$ cat src/rtl/tarc_pkg.sv
// shared widths, event codes and register indexes of the touchpad motion converter
`default_nettype none

package tarc_pkg;

  // field widths
  localparam int unsigned TypeW   = 5;
  localparam int unsigned CodeW   = 10;
  localparam int unsigned InValW  = 16;
  localparam int unsigned OutValW = 25;
  localparam int unsigned FracW   = 8;
  localparam int unsigned SpanW   = 16;

  // stream word widths
  localparam int unsigned STdataW = 32;  // code, value, zero fill
  localparam int unsigned STuserW = TypeW;
  localparam int unsigned MTdataW = 40;  // code, value, zero fill
  localparam int unsigned MTuserW = 1 + TypeW;

  // configuration port
  localparam int unsigned CfgAddrW = 2;
  localparam int unsigned CfgDataW = SpanW;

  localparam logic [CfgAddrW-1:0] CfgTouchpadMode = 2'd0;
  localparam logic [CfgAddrW-1:0] CfgAxisSpan     = 2'd1;
  localparam logic [CfgAddrW-1:0] CfgSoundDevice  = 2'd2;

  // event types
  localparam logic [TypeW-1:0] TypeSyn = 5'd0;
  localparam logic [TypeW-1:0] TypeKey = 5'd1;
  localparam logic [TypeW-1:0] TypeRel = 5'd2;
  localparam logic [TypeW-1:0] TypeAbs = 5'd3;
  localparam logic [TypeW-1:0] TypeMsc = 5'd4;

  // event codes
  localparam logic [CodeW-1:0] CodeSynReport = 10'd0;
  localparam logic [CodeW-1:0] CodeScan      = 10'd4;
  localparam logic [CodeW-1:0] CodeTouch     = 10'd330;
  localparam logic [CodeW-1:0] CodeBtnMouse  = 10'd272;
  localparam logic [CodeW-1:0] CodeBtnMouseE = 10'd276;
  localparam logic [CodeW-1:0] CodeBtnMisc   = 10'd256;
  localparam logic [CodeW-1:0] CodeBtnMiscE  = 10'd260;
  localparam logic [CodeW-1:0] CodeBtnOffset = 10'd16;

  // key values
  localparam logic [InValW-1:0] KeyRelease = 16'd0;
  localparam logic [InValW-1:0] KeyRepeat  = 16'd2;

  // span used when the configured span is zero
  localparam logic [SpanW-1:0] DefaultSpan = 16'd512;

  // packet index at which two packets have been seen
  localparam int unsigned TwoPackets = 2;

  // divider: |delta| * 32768 needs 31 bits
  localparam int unsigned ScaleShift = 15;
  localparam int unsigned NumW       = InValW + ScaleShift;
  localparam int unsigned DivCntW    = 5;
  localparam int unsigned SumW       = 32;
  localparam int unsigned FracShift  = 7;  // divide by 128

endpackage

`default_nettype wire

$ cat src/rtl/touchpad_abs_to_rel_converter.sv
// top level of the touchpad absolute to relative motion converter
`default_nettype none

// Takes one input event word at a time and returns exactly one result word per
// event, either the event passed on (maybe translated) or a word with the drop
// flag set and all other fields zero. With touchpad_mode set, the touch key
// sets or clears a touch flag, buttons are mapped onto mouse buttons, each sync
// report while touched advances a small X/Y position history, and absolute X/Y
// positions become relative motion: (pos - pos two packets back) * 32768 / span
// plus a carried fraction, divided by 128 toward zero. Events of sound devices
// and scancode events are always dropped. An event that needs no arithmetic goes
// from acceptance to the result register through StDone, a sync that advances
// the history first copies X, then Y (the copies go through the single read
// port of the history memory), and a converted motion event goes through the
// StSub setup, the shared restoring divider that produces one quotient bit a
// cycle for 31 bits, then StFix, StAbs and StRnd. The input side is not ready
// while an event is being worked on; a finished result sits in the output
// register so the next event can be accepted while it waits. The history
// memory reads as zero after reset through per-entry valid bits, so no
// clearing pass is needed.

module touchpad_abs_to_rel_converter #(
  parameter int unsigned HISTORY_DEPTH = 4
) (
  input  wire logic                             clk_i,
  input  wire logic                             rst_ni,
  // configuration write port
  input  wire logic                             cfg_we_i,
  input  wire logic [tarc_pkg::CfgAddrW-1:0]    cfg_addr_i,
  input  wire logic [tarc_pkg::CfgDataW-1:0]    cfg_wdata_i,
  // input event stream
  input  wire logic                             s_axis_tvalid,
  output logic                                  s_axis_tready,
  // [9:0] event_code, [25:10] event_value, [31:26] zero
  input  wire logic [tarc_pkg::STdataW-1:0]     s_axis_tdata,
  // [4:0] event_type
  input  wire logic [tarc_pkg::STuserW-1:0]     s_axis_tuser,
  // result stream
  output logic                                  m_axis_tvalid,
  input  wire logic                             m_axis_tready,
  // [9:0] out_code, [34:10] out_value, [39:35] zero
  output logic [tarc_pkg::MTdataW-1:0]          m_axis_tdata,
  // [0] drop, [5:1] out_type
  output logic [tarc_pkg::MTuserW-1:0]          m_axis_tuser
);

  localparam int unsigned IdxW     = $clog2(HISTORY_DEPTH);
  localparam int unsigned AddrW    = IdxW + 1;          // axis bit above slot index
  localparam int unsigned MemDepth = 1 << AddrW;

  localparam int unsigned TypeW   = tarc_pkg::TypeW;
  localparam int unsigned CodeW   = tarc_pkg::CodeW;
  localparam int unsigned InValW  = tarc_pkg::InValW;
  localparam int unsigned OutValW = tarc_pkg::OutValW;
  localparam int unsigned FracW   = tarc_pkg::FracW;
  localparam int unsigned SpanW   = tarc_pkg::SpanW;
  localparam int unsigned NumW    = tarc_pkg::NumW;
  localparam int unsigned SumW    = tarc_pkg::SumW;
  localparam int unsigned CntW    = tarc_pkg::DivCntW;

  // sequencer states
  localparam logic [3:0] StIdle = 4'd0;
  localparam logic [3:0] StCpX  = 4'd1;  // copy x history forward, read y
  localparam logic [3:0] StCpY  = 4'd2;  // copy y history forward
  localparam logic [3:0] StSub  = 4'd3;  // delta magnitude and sign
  localparam logic [3:0] StDiv  = 4'd4;  // one quotient bit a cycle
  localparam logic [3:0] StFix  = 4'd5;  // signed quotient plus fraction
  localparam logic [3:0] StAbs  = 4'd6;  // magnitude of the sum
  localparam logic [3:0] StRnd  = 4'd7;  // divide by 128, new fraction
  localparam logic [3:0] StDone = 4'd8;  // hand result to output register

  // ---------------------------------------------------------------------------
  // configuration registers
  // ---------------------------------------------------------------------------
  logic             mode_q;
  logic [SpanW-1:0] span_q;
  logic             sound_q;

  always_ff @(posedge clk_i or negedge rst_ni) begin
    if (!rst_ni) begin
      mode_q  <= 1'b0;
      span_q  <= '0;
      sound_q <= 1'b0;
    end else if (cfg_we_i) begin
      unique case (cfg_addr_i)
        tarc_pkg::CfgTouchpadMode: mode_q  <= cfg_wdata_i[0];
        tarc_pkg::CfgAxisSpan:     span_q  <= cfg_wdata_i[SpanW-1:0];
        tarc_pkg::CfgSoundDevice:  sound_q <= cfg_wdata_i[0];
        default: ;
      endcase
    end
  end

  // ---------------------------------------------------------------------------
  // input word fields
  // ---------------------------------------------------------------------------
  logic [TypeW-1:0]  in_type;
  logic [CodeW-1:0]  in_code;
  logic [InValW-1:0] in_val;

  assign in_type = s_axis_tuser[TypeW-1:0];
  assign in_code = s_axis_tdata[CodeW-1:0];
  assign in_val  = s_axis_tdata[CodeW +: InValW];

  // ---------------------------------------------------------------------------
  // state
  // ---------------------------------------------------------------------------
  logic [3:0]               state_q, state_d;
  logic                     touched_q;
  logic [IdxW-1:0]          pkt_idx_q;
  logic [IdxW-1:0]          prev_idx_q;
  logic                     two_seen_q;
  logic signed [FracW-1:0]  x_frac_q, y_frac_q;

  // pending result
  logic                      res_drop_q;
  logic [TypeW-1:0]          res_type_q;
  logic [CodeW-1:0]          res_code_q;
  logic signed [OutValW-1:0] res_val_q;

  // conversion datapath
  logic                      axis_q;
  logic signed [InValW-1:0]  pos_q;
  logic [SpanW-1:0]          div_q;
  logic [SpanW-1:0]          rem_q;
  logic [NumW-1:0]           quo_q;
  logic [CntW-1:0]           cnt_q;
  logic                      dneg_q;
  logic signed [SumW-1:0]    t_q;
  logic                      tneg_q;

  logic in_fire;
  assign s_axis_tready = (state_q == StIdle);
  assign in_fire       = s_axis_tvalid && s_axis_tready;

  // slot arithmetic, wrapping at the history depth
  logic [IdxW-1:0] nxt_idx, back2_idx;
  assign nxt_idx   = (pkt_idx_q == IdxW'(HISTORY_DEPTH - 1)) ? '0 : pkt_idx_q + 1'b1;
  assign back2_idx = (pkt_idx_q >= IdxW'(2)) ? pkt_idx_q - IdxW'(2)
                                             : pkt_idx_q + IdxW'(HISTORY_DEPTH - 2);

  // ---------------------------------------------------------------------------
  // history memory: one write and one registered read a cycle
  // ---------------------------------------------------------------------------
  logic [InValW-1:0] hist_mem [MemDepth];
  logic [MemDepth-1:0] hist_vld_q;
  logic              mem_we;
  logic [AddrW-1:0]  mem_waddr, mem_raddr;
  logic [InValW-1:0] mem_wdata;
  logic [InValW-1:0] rd_data_q;
  logic              rd_vld_q;
  logic signed [InValW-1:0] rd_val;

  always_ff @(posedge clk_i) begin
    if (mem_we) begin
      hist_mem[mem_waddr] <= mem_wdata;
    end
    rd_data_q <= hist_mem[mem_raddr];
  end

  always_ff @(posedge clk_i or negedge rst_ni) begin
    if (!rst_ni) begin
      hist_vld_q <= '0;
      rd_vld_q   <= 1'b0;
    end else begin
      if (mem_we) begin
        hist_vld_q[mem_waddr] <= 1'b1;
      end
      rd_vld_q <= hist_vld_q[mem_raddr];
    end
  end

  // never-written entries read as zero
  assign rd_val = rd_vld_q ? $signed(rd_data_q) : '0;

  // ---------------------------------------------------------------------------
  // decode at acceptance
  // ---------------------------------------------------------------------------
  logic              acc_drop;
  logic [TypeW-1:0]  acc_type;
  logic [CodeW-1:0]  acc_code;
  logic              acc_touch_set, acc_touch_clr;
  logic              acc_advance;   // sync report while touched
  logic              acc_abs_store; // abs position written to history
  logic              acc_convert;   // abs position turned into motion
  logic              btn_mouse, btn_misc;

  assign btn_mouse = (in_code >= tarc_pkg::CodeBtnMouse) && (in_code <= tarc_pkg::CodeBtnMouseE);
  assign btn_misc  = (in_code >= tarc_pkg::CodeBtnMisc) && (in_code <= tarc_pkg::CodeBtnMiscE);

  always_comb begin
    acc_drop      = 1'b0;
    acc_type      = in_type;
    acc_code      = in_code;
    acc_touch_set = 1'b0;
    acc_touch_clr = 1'b0;
    acc_advance   = 1'b0;
    acc_abs_store = 1'b0;
    acc_convert   = 1'b0;
    if (mode_q) begin
      priority if (in_type == tarc_pkg::TypeKey) begin
        priority if (in_val == tarc_pkg::KeyRepeat) begin
          acc_drop = 1'b1;
        end else if (in_code == tarc_pkg::CodeTouch) begin
          acc_drop = 1'b1;
          if (in_val == tarc_pkg::KeyRelease) begin
            acc_touch_clr = 1'b1;
          end else begin
            acc_touch_set = 1'b1;
          end
        end else if (btn_misc) begin
          acc_code = in_code + tarc_pkg::CodeBtnOffset;
        end else if (!btn_mouse) begin
          acc_drop = 1'b1;
        end
      end else if (in_type == tarc_pkg::TypeSyn) begin
        acc_advance = (in_code == tarc_pkg::CodeSynReport) && touched_q;
      end else if (in_type == tarc_pkg::TypeAbs) begin
        if (!touched_q || (in_code > CodeW'(1))) begin
          acc_drop = 1'b1;
        end else begin
          acc_abs_store = 1'b1;
          if (!two_seen_q) begin
            acc_drop = 1'b1;
          end else begin
            acc_convert = 1'b1;
            acc_type    = tarc_pkg::TypeRel;
          end
        end
      end else begin
        acc_drop = 1'b1;
      end
    end
    // device and scancode filter
    if (sound_q) begin
      acc_drop = 1'b1;
    end
    if ((acc_type == tarc_pkg::TypeMsc) && (acc_code == tarc_pkg::CodeScan)) begin
      acc_drop = 1'b1;
    end
  end

  // ---------------------------------------------------------------------------
  // memory port control
  // ---------------------------------------------------------------------------
  always_comb begin
    mem_we    = 1'b0;
    mem_waddr = {1'b0, pkt_idx_q};
    mem_wdata = in_val;
    mem_raddr = {1'b0, prev_idx_q};
    unique case (state_q)
      StIdle: begin
        if (acc_advance) begin
          mem_raddr = {1'b0, pkt_idx_q};
        end else begin
          mem_raddr = {in_code[0], back2_idx};
        end
        mem_we    = in_fire && acc_abs_store;
        mem_waddr = {in_code[0], pkt_idx_q};
      end
      StCpX: begin
        mem_we    = 1'b1;
        mem_waddr = {1'b0, pkt_idx_q};
        mem_wdata = rd_val;
        mem_raddr = {1'b1, prev_idx_q};
      end
      StCpY: begin
        mem_we    = 1'b1;
        mem_waddr = {1'b1, pkt_idx_q};
        mem_wdata = rd_val;
      end
      default: ;
    endcase
  end

  // ---------------------------------------------------------------------------
  // shared arithmetic
  // ---------------------------------------------------------------------------
  // delta magnitude: compare and pick one subtraction
  logic signed [InValW:0] pos_ext, old_ext;
  logic                   d_neg;
  logic [InValW:0]        d_mag;
  assign pos_ext = {pos_q[InValW-1], pos_q};
  assign old_ext = {rd_val[InValW-1], rd_val};
  assign d_neg   = pos_ext < old_ext;
  assign d_mag   = d_neg ? $unsigned(old_ext - pos_ext) : $unsigned(pos_ext - old_ext);

  // restoring divider step
  logic [SpanW:0] rem_sh, rem_sub;
  logic           q_bit;
  assign rem_sh  = {rem_q, quo_q[NumW-1]};
  assign rem_sub = rem_sh - {1'b0, div_q};
  assign q_bit   = rem_sh >= {1'b0, div_q};

  // signed quotient plus carried fraction
  logic signed [SumW-1:0] q_signed, frac_ext, t_sum;
  logic signed [FracW-1:0] frac_cur;
  assign q_signed = dneg_q ? -$signed({1'b0, quo_q}) : $signed({1'b0, quo_q});
  assign frac_cur = axis_q ? y_frac_q : x_frac_q;
  assign frac_ext = SumW'(frac_cur);
  assign t_sum    = q_signed + frac_ext;

  // divide by 128 toward zero, remainder keeps the sign
  logic [OutValW-1:0]      q_mag;
  logic signed [OutValW-1:0] q_out;
  logic signed [FracW-1:0] f_out;
  assign q_mag = t_q[SumW-1 -: OutValW];
  assign q_out = tneg_q ? -$signed(q_mag) : $signed(q_mag);
  assign f_out = tneg_q ? -$signed({1'b0, t_q[tarc_pkg::FracShift-1:0]})
                        : $signed({1'b0, t_q[tarc_pkg::FracShift-1:0]});

  // ---------------------------------------------------------------------------
  // sequencer
  // ---------------------------------------------------------------------------
  logic out_load;
  assign out_load = (state_q == StDone) && (!m_axis_tvalid || m_axis_tready);

  always_comb begin
    state_d = state_q;
    unique case (state_q)
      StIdle: begin
        if (in_fire) begin
          priority if (acc_advance) begin
            state_d = StCpX;
          end else if (acc_convert) begin
            state_d = StSub;
          end else begin
            state_d = StDone;
          end
        end
      end
      StCpX: state_d = StCpY;
      StCpY: state_d = StDone;
      StSub: state_d = StDiv;
      StDiv: begin
        if (cnt_q == '0) begin
          state_d = StFix;
        end
      end
      StFix: state_d = StAbs;
      StAbs: state_d = StRnd;
      StRnd: state_d = StDone;
      StDone: begin
        if (out_load) begin
          state_d = StIdle;
        end
      end
      default: state_d = StIdle;
    endcase
  end

  always_ff @(posedge clk_i or negedge rst_ni) begin
    if (!rst_ni) begin
      state_q    <= StIdle;
      touched_q  <= 1'b0;
      pkt_idx_q  <= '0;
      two_seen_q <= 1'b0;
      x_frac_q   <= '0;
      y_frac_q   <= '0;
    end else begin
      state_q <= state_d;
      if (in_fire) begin
        if (acc_touch_set) begin
          touched_q <= 1'b1;
        end
        if (acc_touch_clr) begin
          touched_q  <= 1'b0;
          pkt_idx_q  <= '0;
          two_seen_q <= 1'b0;
          x_frac_q   <= '0;
          y_frac_q   <= '0;
        end
        if (acc_advance) begin
          pkt_idx_q <= nxt_idx;
          if (nxt_idx == IdxW'(tarc_pkg::TwoPackets)) begin
            two_seen_q <= 1'b1;
          end
        end
      end
      if (state_q == StRnd) begin
        if (axis_q) begin
          y_frac_q <= f_out;
        end else begin
          x_frac_q <= f_out;
        end
      end
    end
  end

  // datapath and pending result, no reset needed
  always_ff @(posedge clk_i) begin
    unique case (state_q)
      StIdle: begin
        if (in_fire) begin
          res_drop_q <= acc_drop;
          res_type_q <= acc_type;
          res_code_q <= acc_code;
          res_val_q  <= OutValW'($signed(in_val));
          axis_q     <= in_code[0];
          pos_q      <= $signed(in_val);
          prev_idx_q <= pkt_idx_q;
          div_q      <= (span_q == '0) ? tarc_pkg::DefaultSpan : span_q;
        end
      end
      StSub: begin
        dneg_q <= d_neg;
        quo_q  <= {d_mag[InValW-1:0], {tarc_pkg::ScaleShift{1'b0}}};
        rem_q  <= '0;
        cnt_q  <= CntW'(NumW - 1);
      end
      StDiv: begin
        rem_q <= q_bit ? rem_sub[SpanW-1:0] : rem_sh[SpanW-1:0];
        quo_q <= {quo_q[NumW-2:0], q_bit};
        cnt_q <= cnt_q - 1'b1;
      end
      StFix: t_q <= t_sum;
      StAbs: begin
        t_q    <= t_q[SumW-1] ? -t_q : t_q;
        tneg_q <= t_q[SumW-1];
      end
      StRnd: res_val_q <= q_out;
      default: ;
    endcase
  end

  // ---------------------------------------------------------------------------
  // output register
  // ---------------------------------------------------------------------------
  logic                      out_vld_q;
  logic                      out_drop_q;
  logic [TypeW-1:0]          out_type_q;
  logic [CodeW-1:0]          out_code_q;
  logic [OutValW-1:0]        out_val_q;

  always_ff @(posedge clk_i or negedge rst_ni) begin
    if (!rst_ni) begin
      out_vld_q <= 1'b0;
    end else if (out_load) begin
      out_vld_q <= 1'b1;
    end else if (m_axis_tready) begin
      out_vld_q <= 1'b0;
    end
  end

  // dropped words carry zero fields
  always_ff @(posedge clk_i) begin
    if (out_load) begin
      out_drop_q <= res_drop_q;
      out_type_q <= res_drop_q ? '0 : res_type_q;
      out_code_q <= res_drop_q ? '0 : res_code_q;
      out_val_q  <= res_drop_q ? '0 : res_val_q;
    end
  end

  assign m_axis_tvalid = out_vld_q;
  assign m_axis_tdata  = {{(tarc_pkg::MTdataW - CodeW - OutValW){1'b0}}, out_val_q, out_code_q};
  assign m_axis_tuser  = {out_type_q, out_drop_q};

  // ---------------------------------------------------------------------------
  // assertions
  // ---------------------------------------------------------------------------
  // the two-packet flag is only ever set while a finger is down
  a_two_seen_touched: assert property (@(posedge clk_i) disable iff (!rst_ni)
    two_seen_q |-> touched_q)
    else $error("two packets seen without touch");

  // a touch release restarts the packet count
  a_release_clears: assert property (@(posedge clk_i) disable iff (!rst_ni)
    (in_fire && acc_touch_clr) |=> (pkt_idx_q == '0 && !two_seen_q && !touched_q))
    else $error("touch release did not restart packet count");

  // a result word only leaves when the sink took it
  a_out_taken: assert property (@(posedge clk_i) disable iff (!rst_ni)
    $fell(out_vld_q) |-> $past(m_axis_tready))
    else $error("result word lost");

  // the divider only runs on conversions, which never start while untouched
  a_div_touched: assert property (@(posedge clk_i) disable iff (!rst_ni)
    (state_q == StSub) |-> (touched_q && two_seen_q))
    else $error("motion conversion without two packets");

endmodule

`default_nettype wire

$ cat config.mk
export PLATFORM = sky130hd
export DESIGN_NAME = touchpad_abs_to_rel_converter
export DESIGN_NICKNAME = d
export VERILOG_FILES = /design/src/rtl/tarc_pkg.sv /design/src/rtl/touchpad_abs_to_rel_converter.sv
export SDC_FILE = /design/constraint.sdc
export NUM_CORES = 1
export LEC_CHECK = 0
export BUFFER_PORTS_ARGS = -buffer_cell sky130_fd_sc_hd__buf_2
export CORE_AREA = 5 5 299 301
export CTS_BUF_LIST = sky130_fd_sc_hd__clkbuf_4 sky130_fd_sc_hd__clkbuf_8 sky130_fd_sc_hd__clkbuf_16
export DETAILED_ROUTE_END_ITERATION = 12
export DIE_AREA = 0 0 304 306
export PLACE_DENSITY = 0.36
export RECOVER_POWER = 50
export SYNTH_ARGS = -nofsm -noshare
export SYNTH_HDL_FRONTEND = slang
export SYNTH_SLANG_ARGS = --single-unit
$ cat constraint.sdc
create_clock -name clk_i -period 6.8 [get_ports clk_i]
set_clock_uncertainty 0.15 [all_clocks]
set_input_delay 0.34 -clock clk_i [delete_from_list [all_inputs] [get_ports clk_i]]
set_output_delay 0.34 -clock clk_i [all_outputs]
set_load 0.02 [all_outputs]
==> out/qor.yml, run 1 <==
setup_path:
  rrSetupSlack_ns: 1.63
  critPathSlowestCell: "clkbuf_1"
  crit_arrival_ns: 5.14
  cp_data_required_time_ns: 6.77
  cpLargestDelayFamily: "buffers and inverters"
  path_buf_inv: 2
  cp-start-kind: "flop"
  crit_path_max_incr_delay_ns: 2.34
  critical_path_class: "reg -> reg"
  r2r_end: "quo_q[4]$_SDFFCE_PN0P_"
  worst_setup_path_end_kind: "flop"
  path_cells: "nand2b_1, nand2b_1, clkbuf_1, o21ai_4, clkbuf_1"
  reg2regPathDepth: 5
  timing.rr.start: "state_q[2]$_DFFE_PN0P_"
  worstPathMaxFanout: 52
cts:
  cts_tree: "built"
  cts_buffers: 46
  post_cts_resized: 0
  insertion_delay_ns: 0.59
  cts_hold_buf: 50
  cts.sinks: 398
  postCtsSetupBuffers: 0
  htree_levels: 2
  cts_buffer_depth: 3
  root_buffer: "clkbuf_16"
  clk_pin_slew_ns: 0.06
layout:
  stdcell_count: 3302
  synthToLayoutAreaGrowth_pct: 16.9
  final_util_pct: 29.0
  final_common_cell: "edfxtp_1"
  drive_gt1_share_pct: 9.04
  n_antenna_cell: 0
  layout.nets: 2267
  layout_common_cells: "330 x edfxtp_1, 257 x nand2_1, 127 x o21ai_0, 102 x nor2_1, 93 x ha_1"
floorplan:
  ios: 108
  die-area_um2: 93000
  start_util_pct: 24.8
  die_x_um: 304
  num_rows: 108
  die_h_um: 306
  core_um2: 86300
timing:
  fin_setup_tns_ns: 0
  rsz0062_at_grt: "no"
  finalCritPeriodShare_pct: 76.0
  finalSetupViolations: 0
  tightest_slew_ns: 3.29
  layout_min_cycle_time_ns: 5.17
  slew_headroom_pct: -119
  clock.fmax_mhz: 194
  hold_viol: 0
  report.final.slew_viol_count: 368
run_status:
  violations: "max-capacitance violations, max-slew violations"
  status: "complete, but fails checks"
pwr:
  switching_power_mw: 2.43
  ir_drop_mv: 0.163
  switching_share_pct: 32.0
  p_clk_share_pct: 32.8
  power_density_nw_per_um2: 303
  comb_power_share_pct: 26.3
  power_frac_seq_pct: 40.9
  leakage_nw: 9.19
  internal_power_mw: 5.16
routing:
  firstDrtPassIters: 5
  drc: 0
  avgRoutedWirePerCell_um: 19.0
  ant_nets: 0
  routed_wl_um: 62700
  vias: 15300
  viasPerCell: 4.62
  detailedRoute.firstIterationViolations: 971
global_route:
  grt_pass1_wl_um: 95800
  antenna_found_initial: 3
  grt_max_degree: 53
  grt_pass1_vias: 15300
  grt_overflow: 0
  grt_usage_pct: 13.1
yosys:
  yosysUniqueCellTypes: 75
  synth_area_um2: 21400
  synth_cells: 1993
  ys_seq_area_share_pct: 53.8
  yosys_most_used_dff: "edfxtp_1"
  syn_area_per_cell_um2: 10.8
  synth-seq-cells: 398
  synth-async-reset-ratio_pct: 13.1
  yosysWarnings: 0
  synth_edf_count: 330
hold_path:
  hold_path.class: "in -> reg"
  min_path_cells: 3
  holdPathEnd: "res_code_q[4]$_DFFE_PP_"
  hp-start: "s_axis_tdata[4]"
place:
  dp_hpwl_um: 44200
  numPortBuffers: 96
  placedCellCount: 3167
  finalWeightedCongestion: 0.835
job:
  cap_violations: 9
final cells by class:
cell class	instances	area, µm²
Timing Repair Buffer	174	1060
Multi-Input combinational cell	1409	9230
Fill cell	8996	61300
Inverter	81	304
Clock buffer	67	1350
Clock inverter	18	156
Sequential cell	398	11500
Tap cell	1155	1450
cells in the mapped netlist, drive strengths merged (52+ instances only):
master  count  area (µm²)
edfxtp    330        9910
nand2     257         965
o21ai     129         646
nor2      103         387
ha         93        1160
clkbuf     89         334
inv        80         300
xnor2      78         683
a21oi      76         380
nand3      75         375
xor2       60         526
nor2b      58         363
dfrtp      52        1300
flip-flops by register name, summed over array words and instances, names as in the netlist, 2 cells and up:
signal and count:
res_val_q 25, hist_mem 128, hist_vld_q 8, pos_q 16
res_code_q 10, y_frac_q 8, rd_data_q 16, pkt_idx_q 2
out_code_q 10, state_q 4, t_q 32, res_type_q 5
div_q 16, x_frac_q 8, span_q 16, quo_q 31
rem_q 16, prev_idx_q 2, out_val_q 25, cnt_q 5
out_type_q 5
logic make-up (layout without fill, tap and decap cells):
family                     after synthesis  in the layout  synth area share [%]
buffers and inverters                  190            340                  3.52
adders and majority gates               97             97                  5.80
DFF                                    398            398                  53.8
xor gates and xnor gates               138            138                  5.64
other                                    1              5                0.0175
AOI/OAI and AO/OA                      375            375                  11.0
and+or+nand+nor                        719            719                  16.6
muxes                                   75             75                  3.69
power groups by stage:
stage / Sequential [mW] / Clock [mW] / Combinational, mW
after global placement: 3.15 / 0 / 2.01
after CTS: 3.10 / 2.58 / 2.05
after detailed placement: 3.15 / 0 / 2.02
after global routing: 3.14 / 2.68 / 2.23
after floorplan: 3.22 / 0 / 1.29
final: 3.11 / 2.49 / 2.00
worst register-to-register path: stages (launching register included):
cell and delay (ns):
dfrtp_1 0.46, nand2b_1 0.33, nand2b_1 0.26, clkbuf_1 0.83, o21ai_4 0.26, clkbuf_1 2.34
metal layers:
layer	up-vias	part of all wire, %	GRT usage [%]
li1	7448	-	-
met1	7474	48	18.4
met2	267	45	21.4
met3	78	3.7	1.99
met4	0	2.4	3.29
met5	-	0	0
per-stage QoR:
step                setup slack, ns  power, mW  hold slack, ns  area (µm²)
floorplan                      1.55       4.52          -0.106       21500
global placement               2.01       5.17           0.302       23200
detailed placement             1.99       5.17           0.303       23200
CTS                            1.97       7.74          0.0181       25200
global route                   1.13       8.04          0.0819       25100
finish                         1.63       7.59          0.0760       25100
worst max-delay path by stage:
stage | start | to | slack [ns] | depth (start not counted)
2_1_floorplan | state_q[2]$_DFFE_PN0P_ | cnt_q[0]$_SDFFCE_PN0P_ | 1.55 | 3
3_3_place_gp | res_code_q[0]$_DFFE_PP_ | t_q[26]$_DFFE_PP_ | 2.01 | 12
5_1_grt | state_q[2]$_DFFE_PN0P_ | quo_q[3]$_SDFFCE_PN0P_ | 1.13 | 5
6_report | state_q[2]$_DFFE_PN0P_ | quo_q[4]$_SDFFCE_PN0P_ | 1.63 | 5
3_5_place_dp | rd_vld_q$_DFF_PN0_ | quo_q[23]$_DFFE_PP_ | 1.99 | 15
4_1_cts | rd_vld_q$_DFF_PN0_ | quo_q[23]$_DFFE_PP_ | 1.97 | 15
No activity file was read; power rests on OpenSTA's default activity.
==> inputs of run 2 (changes only) <==
==> constraint.sdc (replaced) <==
create_clock -name clk_i -period 4.94 [get_ports clk_i]
set_clock_uncertainty 0.15 [all_clocks]
set_input_delay 0.247 -clock clk_i [delete_from_list [all_inputs] [get_ports clk_i]]
set_output_delay 0.247 -clock clk_i [all_outputs]
set_load 0.02 [all_outputs]
==> run 2 against run 1 <==
Effect of this change: the flow still finishes with violations (max-capacitance violations, max-slew violations); final cell count grew 1.0%; critical path depth up 10; global-route usage up 0.35 points; final area up 1.2%; clock power up 40%; die area stayed put; sequential power grew 38%; combinational power is 44% higher; via count barely moved; flip-flop and latch count unchanged; fmax grew 14%; clock-buffer cell count is 5 lower; largest cell class unchanged.
==> out/qor.yml, run 2 (synthesized netlist as in run 1, its figures left out) <==
layout:
  multi_input_area_um2: 9230  # about the same
  reg_top3: "hist_mem: 128 flops, t_q: 32 flops, quo_q: 31 flops"
  n_fill_cell: 8949  # -0.52%
  regMostFlops: "hist_mem"
  final_common_cell: "edfxtp_1"
  synthToLayoutAreaGrowth_pct: 18.4
  stdcell_count: 3336  # +1.0%
  layout_common_cells: "330 x edfxtp_1, 257 x nand2_1, 127 x o21ai_0, 102 x nor2_1, 93 x ha_1"
  seqCellArea_um2: 11500  # unchanged
  layout.nets: 2299  # +1.4%
  drive_gt1_share_pct: 10.4  # +1.3 points
  largest_register_ffs: 128  # unchanged
setup_path:
  crit_arrival_ns: 4.68  # -0.46 ns
  worst_setup_path_end_kind: "flop"
  cp-endpoint: "t_q[31]$_DFFE_PN_"
  timing.rr.start: "quo_q[4]$_SDFFCE_PN0P_"
  critical_path_class: "reg -> reg"
  cp_data_required_time_ns: 5.09  # -1.68 ns
  cp-start-kind: "flop"
  rrSetupSlack_ns: 0.41  # -1.23 ns
  worstPathMaxFanout: 6  # -88%
  reg2regPathDepth: 15  # +10
  r2r_end: "t_q[31]$_DFFE_PN_"
  crit_path_start: "quo_q[4]$_SDFFCE_PN0P_"
global_route:
  antenna_found_initial: 2  # -1
  grt_pass1_wl_um: 98000  # +2.2%
  grt_pass1_vias: 15400  # +0.80%
  grt_usage_pct: 13.5  # +0.35 points
  grt_max_degree: 53  # unchanged
  grt_overflow: 0  # unchanged
timing:
  layout_min_cycle_time_ns: 4.53  # -0.634 ns
  finalCritPeriodShare_pct: 91.8  # +16 points
  tightest_slew_ns: 3.19  # -0.106 ns
  fin_setup_tns_ns: 0  # unchanged
  finalSetupViolations: 0  # unchanged
  clock.fmax_mhz: 221  # +14%
  hold_viol: 0  # unchanged
  rsz0062_at_grt: "no"
  worst_slack_ns: 0.407  # -1.23 ns
  report.final.slew_viol_count: 203  # -45%
  slew_headroom_pct: -112  # +7.1 points
pwr:
  p_clk_share_pct: 32.8  # about the same
  ir_drop_mv: 0.273  # +67%
  leakage_nw: 9.38  # +2.1%
  p_total_mw: 10.7  # +40%
  comb_power_share_pct: 27.0  # +0.7 points
  internal_power_mw: 7.24  # +40%
  power_density_nw_per_um2: 420  # +39%
  switching_power_mw: 3.42  # +41%
  power_frac_seq_pct: 40.2  # -0.7 points
  switching_share_pct: 32.1  # +0.071 points
place:
  numPortBuffers: 96  # unchanged
  dp_hpwl_um: 45600  # +3.2%
  placedCellCount: 3193  # +0.82%
  pre_cts_slack_ns: 0.251  # -1.74 ns
  finalWeightedCongestion: 0.780  # -6.6%
cts:
  cts_buffer_depth: 3  # unchanged
  insertion_delay_ns: 0.60  # about the same
  postCtsSetupBuffers: 0  # unchanged
  cts_tree: "built"
  htree_levels: 2  # unchanged
  clk_pin_slew_ns: 0.06  # about the same
  root_buffer: "clkbuf_16"
  cts_buffers: 48  # +4.3%
  cts.sinks: 398  # unchanged
routing:
  vias: 15300  # -0.085%
  firstDrtPassIters: 5  # unchanged
  drc: 0  # unchanged
  routed_wl_um: 63800  # +1.9%
  avgRoutedWirePerCell_um: 19.1  # +0.82%
  detailedRoute.firstIterationViolations: 838  # -14%
  viasPerCell: 4.57  # -1.1%
  ant_nets: 0  # unchanged
floorplan:
  start_util_pct: 24.8  # unchanged
  die-area_um2: 93000  # unchanged
  core_um2: 86300  # unchanged
  ios: 108  # unchanged
  num_rows: 108  # unchanged
  die_h_um: 306  # unchanged
  die_x_um: 304  # unchanged
job:
  cap_violations: 6  # -3
run_status:
  status: "complete, but fails checks"
  violations: "max-capacitance violations, max-slew violations"
hold_path:
  hold_path.class: "in -> reg"
-- run 2: changes by cell type in the layout (fill, tap and decap cells not counted), moves of 3 or more --
cell,before,now
buf_4,18,45
clkbuf_1,81,78
clkbuf_4,17,12
clkinv_2,2,10
dlygate4sd3_1,50,54
-- run 2: worst max-delay path, cell delays in order, from the launching register on --
cell	delay [ns]
edfxtp_1	0.46
nor4_4	0.37
nand3_1	0.23
or3_1	0.48
o21ai_0	0.23
xnor2_1	0.17
ha_1	0.33
o21ai_0	0.14
o21ai_0	0.13
a221oi_1	0.39
and3b_1	0.25
o31ai_2	0.34
a21oi_1	0.14
o22ai_1	0.17
xnor2_1	0.16
o22ai_2	0.10
-- run 2: stage by stage --
step           area [µm²]  util, %  hold WS (ns)
5_1_grt             25400     29.4         0.168
3_5_place_dp        23400     27.1         0.300
4_1_cts             25500     29.5        0.0482
2_1_floorplan       21500        -        -0.199
3_3_place_gp        23400     27.1         0.300
6_report            25400     29.4        0.0899
-- run 2: worst min path at each step --
stage / cells after the start / start / slack [ns] / to
floorplan: 0 / rst_ni / -0.20 / hist_vld_q[0]$_DFFE_PN0P_
global placement: 2 / rst_ni / 0.30 / span_q[10]$_DFFE_PN0P_
detailed placement: 2 / rst_ni / 0.30 / span_q[11]$_DFFE_PN0P_
CTS: 4 / s_axis_tvalid / 0.05 / state_q[0]$_DFFE_PN0P_
global route: 4 / s_axis_tvalid / 0.17 / state_q[0]$_DFFE_PN0P_
finish: 4 / s_axis_tvalid / 0.09 / state_q[0]$_DFFE_PN0P_
-- run 2: per-layer routing --
metal  track usage [%]  share of wire (%)  vias to the layer above  wire length (µm)
met4              3.48                2.5                        0              1580
met2              21.8                 45                      259             28900
li1                  -                  -                     7513                 -
met3              1.95                3.9                       69              2470
met5                 0                  0                        -                 0
met1              19.0                 48                     7413             30900
-- run 2: timing repair --
action | 4_1_cts | 5_1_grt
setup endpoints to repair | 0 | 2
hold buffers | 54 | 0
resized for setup | 0 | 1
endpoints found under the hold margin | 118 | 0
-- run 2: cell type report --
class	instances	area share, %
repair buffers	204	5.20
clock inverters	26	0.932
clock buffers	62	5.19
well taps	1155	5.69
inverters	81	1.20
diodes	1	0.00986
multi-input cells	1409	36.3
flip-flops and latches	398	45.4
-- run 2: power by group through the flow --
stage,clock [mW],sequential [mW],combinational [mW]
floorplan,0,4.43,1.78
global placement,0,4.34,2.92
detailed placement,0,4.34,2.92
CTS,3.63,4.27,2.97
global route,3.76,4.32,3.21
finish,3.49,4.28,2.88
==> inputs of run 3 (changes only) <==
--- a/config.mk
+++ b/config.mk
@@ -10,8 +10,10 @@
 export CTS_BUF_LIST = sky130_fd_sc_hd__clkbuf_4 sky130_fd_sc_hd__clkbuf_8 sky130_fd_sc_hd__clkbuf_16
 export DETAILED_ROUTE_END_ITERATION = 12
 export DIE_AREA = 0 0 304 306
+export HOLD_SLACK_MARGIN = 0.1
 export PLACE_DENSITY = 0.36
 export RECOVER_POWER = 50
+export REMOVE_ABC_BUFFERS = 1
 export SYNTH_ARGS = -nofsm -noshare
 export SYNTH_HDL_FRONTEND = slang
 export SYNTH_SLANG_ARGS = --single-unit
==> run 3 against run 2 <==
Effect of this change: the run still ends with max-capacitance violations, max-slew violations left; via count down 0.56%; clock power increased by 7.4%; sequential share of layout area shrank 0.21 points; critical path depth grew 1; first-iteration DRC count is 11% lower; worst hold slack gained 0.20 ns; final cell count about the same; combinational power fell by 5%; largest cell class unchanged; largest power group unchanged; highest routed layer unchanged.
==> out/qor.yml, run 3 (synthesized netlist as in run 1, its figures left out) <==
global_route:
  grt_usage_pct: 12.5  # -0.99 points
  grt_use_met2_pct: 21.6  # -0.23 points
  use_met3_pct: 1.84  # -0.11 points
  gr-max-usage-layer: "met2"
  met1_usage_pct: 16.5  # -2.6 points
  grt_max_degree: 68  # +28%
  grt_pass1_vias: 15500  # +0.49%
  grt_overflow: 0  # unchanged
  antenna_found_initial: 3  # +1
  grt_pass1_wl_um: 92600  # -5.5%
setup_path:
  rrSetupSlack_ns: 0.50  # +0.09 ns
  critical_path_class: "reg -> reg"
  r2r_end: "t_q[29]$_DFFE_PP_"
  worstPathMaxFanout: 7  # +1
  reg2regPathDepth: 16  # +1
  timing.rr.start: "quo_q[4]$_SDFFCE_PN0P_"
  cp_data_required_time_ns: 5.09  # about the same
  worst_setup_path_end_kind: "flop"
  crit_arrival_ns: 4.60  # -0.08 ns
  cp-start-kind: "flop"
run_status:
  status: "complete, but fails checks"
  violations: "max-capacitance violations, max-slew violations"
place:
  numPortBuffers: 96  # unchanged
  placedCellCount: 3190  # -0.094%
  finalWeightedCongestion: 0.809  # +3.7%
  place_area_um2: 23400  # -0.11%
  dp_hpwl_um: 42600  # -6.5%
pwr:
  comb_power_share_pct: 25.5  # -1.5 points
  ir_drop_mv: 0.238  # -13%
  power_density_nw_per_um2: 422  # +0.63%
  power_frac_seq_pct: 39.7  # -0.5 points
  leakage_nw: 9.42  # +0.45%
  p_clk_share_pct: 34.8  # +2.0 points
  switching_share_pct: 30.7  # -1.4 points
  internal_power_mw: 7.47  # +3.2%
  switching_power_mw: 3.30  # -3.4%
floorplan:
  die-area_um2: 93000  # unchanged
  ios: 108  # unchanged
  die_h_um: 306  # unchanged
  num_rows: 108  # unchanged
  core_um2: 86300  # unchanged
  die_x_um: 304  # unchanged
  start_util_pct: 24.8  # unchanged
layout:
  finalInstanceArea_um2: 25500  # +0.46%
  layout.nets: 2297  # -0.087%
  n_antenna_cell: 0  # -1
  reg_top3: "hist_mem: 128 flops, t_q: 32 flops, quo_q: 31 flops"
  layout_common_cells: "330 x edfxtp_1, 257 x nand2_1, 127 x o21ai_0, 102 x nor2_1, 93 x ha_1"
  final_common_cell: "edfxtp_1"
  stdcell_count: 3335  # -0.030%
  regMostFlops: "hist_mem"
  largest_register_ffs: 128  # unchanged
  drive_gt1_share_pct: 10.6  # +0.18 points
  synthToLayoutAreaGrowth_pct: 18.9
routing:
  firstDrtPassIters: 4  # -1
  avgRoutedWirePerCell_um: 17.9  # -6.7%
  vias: 15200  # -0.56%
  routed_wl_um: 59600  # -6.7%
  ant_nets: 0  # unchanged
  viasPerCell: 4.55  # -0.53%
  drc: 0  # unchanged
  detailedRoute.firstIterationViolations: 743  # -11%
hold_path:
  min_path_cells: 3  # -1
  hp-start: "cfg_wdata_i[8]"
  holdPathEnd: "span_q[8]$_DFFE_PN0P_"
  hold_path.class: "in -> reg"
timing:
  hold_viol: 0  # unchanged
  finalSetupViolations: 0  # unchanged
  clock.fmax_mhz: 225  # +2.1%
  report.final.slew_viol_count: 226  # +11%
  layout_min_cycle_time_ns: 4.44  # -0.0914 ns
  tightest_slew_ns: 3.20  # +0.0154 ns
  rsz0062_at_grt: "no"
  finalCritPeriodShare_pct: 89.9  # -1.9 points
  slew_headroom_pct: -113  # -1.0 points
cts:
  clk_pin_slew_ns: 0.06  # about the same
  cts_buffers: 48  # unchanged
  cts.sinks: 398  # unchanged
  insertion_delay_ns: 0.58  # -0.02 ns
  cts_tree: "built"
  cts_buffer_depth: 3  # unchanged
  htree_levels: 2  # unchanged
  root_buffer: "clkbuf_16"
  postCtsSetupBuffers: 0  # unchanged
job:
  cap_violations: 6  # unchanged
[run 3: area by class of cell]
type	instances	area, µm²
clock buffer	66	1400
clock inverter	24	295
fill	8913	60800
inverter	81	304
multi-input combinational	1409	9230
sequential	398	11500
tap	1155	1450
timing repair buffer	202	1310
[run 3: worst max-delay path, stage by stage, from the launching register on]
cell and delay, ns:
edfxtp_1 0.48, nor4_4 0.39, nand3_1 0.22, or3_1 0.46, or2b_1 0.26, or2_2 0.29, o41ai_1 0.24, buf_4 0.18
xnor2_1 0.12, ha_1 0.34, nor2b_1 0.17, o21ai_0 0.14, nand2b_1 0.07, a21oi_1 0.22, o31ai_1 0.13, xnor2_1 0.20
o22ai_1 0.11
[run 3: routing by layer]
layer	routed length, µm	share of wire, %	up-vias
met5	0	0	-
met3	1820	3.1	89
met4	1320	2.2	0
met2	28800	48	207
met1	27600	46	7357
li1	-	-	7516
[run 3: stage by stage]
| stage | setup WS (ns) | power [mW] | hold slack (ns) | utilization (%) | TNS, ns |
|---|---|---|---|---|---|
| finish | 0.498 | 10.8 | 0.290 | 29.5 | 0 |
| global route | 0.104 | 11.4 | 0.268 | 29.5 | 0 |
| CTS | 0.247 | 11.0 | 0.193 | 29.7 | 0 |
| detailed placement | 0.297 | 7.13 | 0.291 | 27.1 | 0 |
| global placement | 0.271 | 7.13 | 0.275 | 27.1 | 0 |
| floorplan | -0.216 | 6.16 | -0.199 | - | -11.21 |
[run 3: power groups by stage]
| stage | Clock, mW | Sequential [mW] | Combinational [mW] |
|---|---|---|---|
| CTS | 3.92 | 4.27 | 2.83 |
| detailed placement | 0 | 4.34 | 2.79 |
| floorplan | 0 | 4.46 | 1.70 |
| global route | 4.03 | 4.32 | 3.07 |
| global placement | 0 | 4.34 | 2.79 |
| finish | 3.75 | 4.28 | 2.74 |
[run 3: repair_timing]
item	CTS	global route
hold buffers	55	0
gates resized for setup	0	2
endpoints found under the setup margin	0	3
endpoints found under the hold margin	123	0
[run 3: worst max path at each step]
stage                            from                      to  slack, ns
2_1_floorplan  state_q[2]$_DFFE_PN0P_  cnt_q[0]$_SDFFCE_PN0P_      -0.22
3_3_place_gp   quo_q[4]$_SDFFCE_PN0P_       t_q[31]$_DFFE_PN_       0.27
3_5_place_dp   quo_q[4]$_SDFFCE_PN0P_       t_q[31]$_DFFE_PN_       0.30
4_1_cts        quo_q[4]$_SDFFCE_PN0P_       t_q[31]$_DFFE_PN_       0.25
5_1_grt        quo_q[4]$_SDFFCE_PN0P_       t_q[29]$_DFFE_PP_       0.10
6_report       quo_q[4]$_SDFFCE_PN0P_       t_q[29]$_DFFE_PP_       0.50
